File: config.mk
export PLATFORM = sky130hd
export DESIGN_NAME = stepper_shortest_path_positioner
export DESIGN_NICKNAME = d
export VERILOG_FILES = /design/src/design/sspp_pkg.sv /design/src/design/sspp_step.sv /design/src/design/stepper_shortest_path_positioner.sv
export SDC_FILE = /design/constraint.sdc
export NUM_CORES = 1
export LEC_CHECK = 0
export ABC_AREA = 0
export BUFFER_PORTS_ARGS = -buffer_cell sky130_fd_sc_hd__buf_2
export CAP_MARGIN = 25
export CORE_MARGIN = 2
export CORE_UTILIZATION = 60
export DETAILED_ROUTE_END_ITERATION = 16
export PLACE_DENSITY = 0.92
export SYNTH_ARGS = -nofsm -noshare
export SYNTH_HDL_FRONTEND = slang
export SYNTH_SLANG_ARGS = --single-unit
File: constraint.sdc
create_clock -name clock -period 12.8 [get_ports clock]
set_input_delay 3.2 -clock clock [delete_from_list [all_inputs] [get_ports clock]]
set_output_delay 3.2 -clock clock [all_outputs]
set_load 0.05 [all_outputs]
File: src/design/sspp_pkg.sv
`timescale 1ns / 1ps

package sspp_pkg;

   localparam logic [8:0]  STEPS_PER_TURN  = 9'd400;
   localparam logic [8:0]  LAST_STEP       = 9'd399;
   localparam logic [13:0] HALF_TURN       = 14'd1800;
   localparam logic [13:0] FULL_TURN       = 14'd3600;
   localparam logic [3:0]  PHASE_COUNT     = 4'd8;
   localparam logic [3:0]  CCW_START_PHASE = 4'd7;
   localparam logic [3:0]  FIRST_PHASE     = 4'd1;
   localparam logic [10:0] ROUND_BIAS      = 11'd4;
   // ceil(2^16 / 9), exact for dividends up to 1804
   localparam logic [23:0] RECIP_NINE      = 24'd7282;

   localparam logic REQ_TARGET = 1'b0;
   localparam logic REQ_TICK   = 1'b1;

   typedef struct packed {
      logic [8:0] position;
      logic [7:0] remaining;
      logic       ccw;
      logic [3:0] phase;
      logic [3:0] coil;
   } state_type;

   function automatic logic [3:0] coil_of(input logic [3:0] phase);
      logic [3:0] pattern;
      case (phase)
         4'd1:    pattern = 4'h8;
         4'd2:    pattern = 4'hC;
         4'd3:    pattern = 4'h4;
         4'd4:    pattern = 4'h6;
         4'd5:    pattern = 4'h2;
         4'd6:    pattern = 4'h3;
         4'd7:    pattern = 4'h1;
         4'd8:    pattern = 4'h9;
         default: pattern = 4'h0;
      endcase
      return pattern;
   endfunction

   // position in tenths of a degree: times 9 as shift and add
   function automatic logic [11:0] tenths_of(input logic [8:0] position);
      return ({3'd0, position} << 3) + {3'd0, position};
   endfunction

endpackage

File: src/design/sspp_step.sv
`timescale 1ns / 1ps

module sspp_step (
   input  logic                 req_kind,
   input  logic [11:0]          target,
   input  sspp_pkg::state_type  state_cur,
   output sspp_pkg::state_type  state_next
);

   logic [11:0] cur_tenths;
   logic [13:0] diff_raw;
   logic [13:0] diff;
   logic [13:0] diff_abs;
   logic [10:0] rounded;
   logic [23:0] product;
   logic [7:0]  steps;
   logic [3:0]  phase_up;
   logic [3:0]  phase_dn;
   logic [3:0]  phase_new;

   always_comb begin
      cur_tenths = sspp_pkg::tenths_of(state_cur.position);
      diff_raw   = {2'd0, target} - {2'd0, cur_tenths};
      // fold into -1800..+1800, the ends themselves stay
      if ($signed(diff_raw) > $signed(sspp_pkg::HALF_TURN)) begin
         diff = diff_raw - sspp_pkg::FULL_TURN;
      end else if ($signed(diff_raw) < -$signed(sspp_pkg::HALF_TURN)) begin
         diff = diff_raw + sspp_pkg::FULL_TURN;
      end else begin
         diff = diff_raw;
      end
      diff_abs = diff[13] ? (~diff + 14'd1) : diff;
      rounded  = diff_abs[10:0] + sspp_pkg::ROUND_BIAS;
      product  = {13'd0, rounded} * sspp_pkg::RECIP_NINE;
      steps    = product[23:16];
   end

   always_comb begin
      phase_up = (state_cur.phase >= sspp_pkg::PHASE_COUNT) ? sspp_pkg::FIRST_PHASE
                                                            : state_cur.phase + 4'd1;
      if (state_cur.phase == 4'd0) begin
         phase_dn = sspp_pkg::CCW_START_PHASE;
      end else if (state_cur.phase == sspp_pkg::FIRST_PHASE) begin
         phase_dn = sspp_pkg::PHASE_COUNT;
      end else begin
         phase_dn = state_cur.phase - 4'd1;
      end
      phase_new = state_cur.ccw ? phase_dn : phase_up;
      if (phase_new > sspp_pkg::PHASE_COUNT) begin
         phase_new = sspp_pkg::FIRST_PHASE;
      end
   end

   always_comb begin
      state_next = state_cur;
      if (req_kind == sspp_pkg::REQ_TARGET) begin
         state_next.remaining = steps;
         state_next.ccw       = diff[13] && (steps != 8'd0);
      end else if (state_cur.remaining != 8'd0) begin
         state_next.phase     = phase_new;
         state_next.coil      = sspp_pkg::coil_of(phase_new);
         state_next.remaining = state_cur.remaining - 8'd1;
         if (state_cur.ccw) begin
            state_next.position = (state_cur.position == 9'd0) ? sspp_pkg::LAST_STEP
                                                                : state_cur.position - 9'd1;
         end else begin
            state_next.position = (state_cur.position + 9'd1 >= sspp_pkg::STEPS_PER_TURN)
                                  ? 9'd0 : state_cur.position + 9'd1;
         end
      end
   end

endmodule

File: src/design/stepper_shortest_path_positioner.sv
`timescale 1ns / 1ps

// Positions a 400-step-per-turn stepper (0.9 degree per step) in half steps.
// A target transaction (tuser 0) sets a new goal angle in tenths of a degree;
// the move takes the shorter way round, at most 200 steps, and replaces any
// move in progress. A tick transaction (tuser 1) takes one step if steps
// remain. Every transaction returns one response with the state after it.
// A transaction passes one input register and then one response register from
// acceptance to response, with the target fold, rounding divide by nine and step
// update between them; one transaction is taken every cycle while rsp_tready allows.

module stepper_shortest_path_positioner (
   input  logic        clock,
   input  logic        reset,
   input  logic        req_tvalid,
   output logic        req_tready,
   input  logic [15:0] req_tdata,   // [11:0] target_tenths, rest zero
   input  logic        req_tuser,   // req_type
   output logic        rsp_tvalid,
   input  logic        rsp_tready,
   output logic [39:0] rsp_tdata    // [3:0] coil_pattern, [4] turn_ccw,
                                    // [12:5] steps_left, [21:13] position_steps,
                                    // [33:22] angle_tenths, [34] busy_res
);

   logic                in_valid_ff;
   logic                in_valid_in;
   logic                in_kind_ff;
   logic [11:0]         in_target_ff;
   logic                out_valid_ff;
   logic                out_valid_in;
   logic [39:0]         out_data_ff;
   logic                out_load;
   logic                in_load;
   sspp_pkg::state_type state_ff;
   sspp_pkg::state_type state_in;

   sspp_step u_step (
      .req_kind   (in_kind_ff),
      .target     (in_target_ff),
      .state_cur  (state_ff),
      .state_next (state_in)
   );

   always_comb begin
      out_load     = in_valid_ff && (!out_valid_ff || rsp_tready);
      req_tready   = !in_valid_ff || out_load;
      in_load      = req_tvalid && req_tready;
      in_valid_in  = in_load || (in_valid_ff && !out_load);
      out_valid_in = out_load || (out_valid_ff && !rsp_tready);
   end

   always_ff @(posedge clock) begin
      if (reset) begin
         in_valid_ff  <= 1'b0;
         out_valid_ff <= 1'b0;
         state_ff     <= '0;
      end else begin
         in_valid_ff  <= in_valid_in;
         out_valid_ff <= out_valid_in;
         if (out_load) begin
            state_ff <= state_in;
         end
      end
   end

   always_ff @(posedge clock) begin
      if (in_load) begin
         in_kind_ff   <= req_tuser;
         in_target_ff <= req_tdata[11:0];
      end
      if (out_load) begin
         out_data_ff <= {5'd0,
                         state_in.remaining != 8'd0,
                         sspp_pkg::tenths_of(state_in.position),
                         state_in.position,
                         state_in.remaining,
                         state_in.ccw,
                         state_in.coil};
      end
   end

   assign rsp_tvalid = out_valid_ff;
   assign rsp_tdata  = out_data_ff;

endmodule

==> results of run 1 <==
[layer usage]
metal	GRT usage (%)	wire, µm	part of all wire (%)	vias to the layer above
li1	-	-	-	3248
met1	32.7	7840	42	3243
met2	47.5	9670	52	195
met3	3.21	636	3.4	44
met4	10.1	511	2.7	0
met5	0	0	0	-
[through the flow]
stage               cell area [µm²]  utilization, %  std cells  hold slack (ps)
global route                   8790            66.4       1109              522
detailed placement             8440            63.8       1092              479
global placement               8440            63.8       1092              468
finish                         8790            66.4       1109              488
CTS                            8780            66.3       1108              493
floorplan                      8160               -        903              454
[cells in the mapped netlist, drive strengths merged, types with 7 or more instances]
library cell	count	share of area (%)
xnor2	46	5.5
inv	102	4.7
a21o	12	1.1
o211ai	14	1.6
nand2b	7	0.54
ha	104	16
o31ai	10	0.98
fa	33	8.1
nand3b	8	0.74
o21ai	44	2.7
a211oi	11	1.0
dfxtp	28	6.9
buf	16	1.4
a21oi	50	3.3
nand2	64	3.0
nor3	24	1.6
clkbuf	25	1.2
nand3	18	1.1
nor2	64	2.9
and2	14	1.1
a31oi	7	0.61
nor2b	9	0.69
edfxtp	45	17
xor2	25	2.7
[state kept, by name, summed over array words and instances (netlist names)]
name	flops
rsp_tdata	32
state_ff	26
in_target_ff	12
in_kind_ff	1
in_valid_ff	1
rsp_tvalid	1
[cells in the final DEF (no fill, tap or decap), types with 8 or more instances in the layout]
| master | instances |
|---|---|
| clkbuf_16 | 9 |
| xnor2_1 | 42 |
| a211oi_1 | 11 |
| o31ai_1 | 9 |
| fa_1 | 33 |
| o211ai_1 | 11 |
| xor2_1 | 25 |
| nor2b_1 | 9 |
| nor3_1 | 23 |
| buf_2 | 53 |
| inv_1 | 102 |
| edfxtp_1 | 45 |
| o21ai_0 | 40 |
| a21oi_1 | 47 |
| nand2_1 | 63 |
| and2_1 | 12 |
| nand3_1 | 18 |
| nor2_1 | 64 |
| dfxtp_1 | 28 |
| a21o_1 | 12 |
| nand3b_1 | 8 |
| ha_1 | 104 |
[cells by family (layout without fill, tap and decap cells)]
kind of cell,Yosys count,count (layout)
buffers and inverters,143,173
other,1,5
and+or+nand+nor,249,249
muxes,10,10
adders and majority gates,137,137
DFF,73,73
AOI/OAI and AO/OA,215,215
xor gates and xnor gates,71,71
[path summary, 6_finish.rpt]
path | from | endpoint | slack [ps] | cells after the start
worst min-delay path | state_ff[2] | state_ff[2] | 490 | 2
worst max-delay path | state_ff[17] | rsp_tdata[34] | 1400 | 42
worst min register to register | state_ff[2] | state_ff[2] | 490 | 2
worst max register to register | state_ff[17] | rsp_tdata[34] | 1400 | 42
[cell type report]
type / instances / area share, %
clock inverters: 6 / 1.28
inverters: 102 / 4.36
clock buffers: 10 / 2.60
flip-flops and latches: 73 / 21.8
repair buffers: 55 / 3.16
well taps: 176 / 2.51
multi-input cells: 687 / 64.3
[worst max-delay path, delay by kind of cell (launching register included)]
family | cells | cell delay (ps)
AOI/OAI and AO/OA | 19 | 4510
and+or+nand+nor | 5 | 850
buffers and inverters | 5 | 530
DFF | 1 | 470
adders and majority gates | 9 | 3770
xor gates and xnor gates | 4 | 970
==> results.py, run 1 <==
metrics = {
    "outcome": {
        "status": "complete, no violations",
    },
    "grt": {
        "overflow": 0,
        "grt.total_usage_pct": 26.6,
        "grt_pass1_wl_um": 31400,
        "grt_start_max_net_pins": 42,
        "grt_pass1_vias": 6672,
        "antenna_found_initial": 0,
    },
    "die": {
        "fp-row-count": 42,
        "die_w_um": 121,
        "die_h_um": 121,
        "io_pins": 63,
        "die_area_um2": 14500,
        "start_util_pct": 61.5,
        "core_area_um2": 13200,
    },
    "timing": {
        "clock_skew_ps": 11.3,
        "fin_tns_setup_ps": 0,
        "tightest_slew_ps": 959,
        "maxSlewHeadroom_pct": 35.4,
        "finalCritPeriodShare_pct": 89.1,
        "layout_setup_ws_ps": 1400,
        "hold_violations": 0,
        "min_period_ps": 11400,
        "maxSlewViolCount": 0,
        "setup_viol": 0,
        "fmax_ghz": 0.0877,
        "rsz0062_at_grt": "no",
    },
    "yosys": {
        "synth_top_family_by_area": "adder cells",
        "ys_warn_count": 0,
        "ys_seq_area_share_pct": 23.5,
        "syn_area_um2": 8140,
        "synthDistinctLibCells": 99,
        "synth-xor-area-share_pct": 8.14,
        "synthMuxAreaShare_pct": 1.34,
        "yosys_most_used_dff": "edfxtp_1",
        "synth_compound_area_share_pct": 19.8,
        "netlist_instances": 899,
        "ys_ff_latch": 73,
        "async_flop_share_pct": 0,
        "synth_fa_ha_area_share_pct": 24.1,
        "syn_area_per_cell_um2": 9.06,
        "synth_edf_count": 45,
        "synthSimpleGateAreaFrac_pct": 15.8,
    },
    "clock_tree": {
        "cts_setup_buffers": 0,
        "cts_tree": "yes",
        "cts_root_buf": "clkbuf_16",
        "htree_num_levels": 3,
        "cts_hold_buf": 0,
        "clockBufferDepth": 2,
        "cts_resized": 0,
        "clock_sinks": 73,
        "clk_pin_slew_ps": 60,
        "clk_latency_ps": 340,
        "cts_made_buffers": 9,
    },
    "final_layout": {
        "fillers": 980,
        "seq_area_um2": 1910,
        "multiInputGateArea_um2": 5660,
        "final_nets": 1086,
        "synthToLayoutAreaGrowth_pct": 7.93,
        "drive_above_1_share_pct": 12.1,
        "antenna_cells": 0,
    },
    "flow_run": {
        "maxCapViolations": 0,
    },
    "placement": {
        "port_buffers": 53,
        "dp_hpwl_um": 14000,
        "gp_routability_congestion": 0.972,
        "place_ws_ps": 1460,
    },
    "route": {
        "detail-route-antenna-nets": 0,
        "via_per_inst": 6.07,
        "wl_per_cell_um": 16.8,
        "drtIter0Drc": 419,
        "drc": 0,
        "num_vias": 6730,
        "drt-total-wl_um": 18700,
        "first_pass_iters": 5,
    },
    "setup_path": {
        "crit_path_end_kind": "flip-flop",
        "critPathLaunchType": "flip-flop",
        "arrival_ps": 11470,
        "worstPathRequired_ps": 12870,
        "crit_path_top_delay_cell": "fa_1",
        "path_max_fanout": 15,
        "path_class": "reg -> reg",
        "slowest_delay_ps": 620,
    },
    "worst_hold_path": {
        "min_path_type": "reg -> reg",
    },
}
Power of run 1 is left out: the tool's default activity adds up to more than one toggle a clock period on the data nets, which glitch-free logic cannot reach.
==> run 2, diff against run 1 <==
CORE_ASPECT_RATIO = 0.8   (was default)
==> results.py, run 2 (synthesized netlist as in run 1, its figures left out) <==
metrics = {
    "timing": {
        "min_period_ps": 11440,
        "fin_tns_setup_ps": 0,
        "finalCritPeriodShare_pct": 89.4,
        "setup_viol": 0,
        "clock_skew_ps": 7.80,
        "maxSlewViolCount": 0,
        "layout_setup_ws_ps": 1360,
        "maxSlewHeadroom_pct": 39.6,
        "rsz0062_at_grt": "no",
        "tightest_slew_ps": 897,
        "hold_violations": 0,
        "fmax_ghz": 0.0874,
    },
    "route": {
        "drc": 0,
        "num_vias": 6693,
        "first_pass_iters": 5,
        "drt-total-wl_um": 18200,
        "drtIter0Drc": 620,
        "via_per_inst": 6.01,
        "wl_per_cell_um": 16.3,
        "detail-route-antenna-nets": 0,
    },
    "grt": {
        "antenna_found_initial": 0,
        "grt_pass1_vias": 6418,
        "grt.total_usage_pct": 26.0,
        "grt_start_max_net_pins": 43,
        "grt_pass1_wl_um": 30400,
        "overflow": 0,
    },
    "die": {
        "start_util_pct": 60.7,
        "die_h_um": 108,
        "io_pins": 63,
        "core_area_um2": 13400,
        "die_area_um2": 14500,
        "fp-row-count": 38,
        "die_w_um": 134,
    },
    "final_layout": {
        "drive_above_1_share_pct": 12.2,
        "synthToLayoutAreaGrowth_pct": 7.84,
        "fillers": 1035,
        "post-route-util_pct": 65.5,
        "largest_reg_flops": 32,
        "final_common_cell": "ha_1",
        "seq_area_um2": 1910,
        "final_nets": 1086,
        "final_cell_mix": "ha_1 (104), inv_1 (102), nor2_1 (64)",
        "multiInputGateArea_um2": 5660,
        "antenna_cells": 0,
    },
    "setup_path": {
        "critPathLaunchType": "flip-flop",
        "arrival_ps": 11520,
        "path_common_cell": "fa_1",
        "crit_buf_inv": 4,
        "crit_path_end_kind": "flip-flop",
        "critPathTopFamily": "compound AO/OA/AOI/OAI gates",
        "path_max_fanout": 15,
        "path_class": "reg -> reg",
        "crit_path_top_delay_cell": "fa_1",
        "slowest_delay_ps": 650,
        "worstPathRequired_ps": 12880,
    },
    "outcome": {
        "status": "complete, no violations",
    },
    "clock_tree": {
        "clk_latency_ps": 350,
        "clk_pin_slew_ps": 60,
        "cts_resized": 0,
        "cts_tree": "yes",
        "cts_root_buf": "clkbuf_16",
        "cts_made_buffers": 9,
        "clock_sinks": 73,
        "cts_setup_buffers": 0,
        "htree_num_levels": 3,
        "clockBufferDepth": 2,
        "cts_hold_buf": 0,
    },
    "placement": {
        "place_ws_ps": 1510,
        "port_buffers": 53,
        "dp_hpwl_um": 14100,
        "gp_routability_congestion": 0.937,
    },
    "worst_hold_path": {
        "min_path_type": "reg -> reg",
    },
    "flow_run": {
        "maxCapViolations": 0,
    },
}
[run 2: cell type report]
| class | count | area share [%] |
|---|---|---|
| clock inverter | 7 | 1.15 |
| timing repair buffer | 55 | 3.19 |
| multi-input combinational | 687 | 64.4 |
| tap | 180 | 2.56 |
| inverter | 102 | 4.36 |
| sequential | 73 | 21.8 |
| clock buffer | 9 | 2.56 |
[run 2: metrics by stage]
step / cells / area, µm² / hold slack (ps)
final: 1113 / 8780 / 492
after global routing: 1113 / 8780 / 534
after CTS: 1113 / 8780 / 494
after detailed placement: 1097 / 8460 / 477
after global placement: 1097 / 8460 / 465
after floorplan: 903 / 8160 / 454
[run 2: worst min-delay path: stages, from the launching register on]
cell and delay [ps]:
dfxtp_1 320, a21oi_1 60, nor2_1 70
[run 2: worst paths after layout]
check | startpoint | end | slack (ps) | depth (start not counted)
min | state_ff[2] | state_ff[2] | 490 | 2
max reg2reg | state_ff[17] | rsp_tdata[34] | 1360 | 41
max | state_ff[17] | rsp_tdata[34] | 1360 | 41
min reg2reg | state_ff[2] | state_ff[2] | 490 | 2
[run 2: routing by layer]
metal	GRT usage, %	routed length [µm]
met1	34.4	8140
met2	42.9	8480
met3	5.34	1130
met4	8.27	395
met5	0	0
Power of run 2 is left out for the same reason.
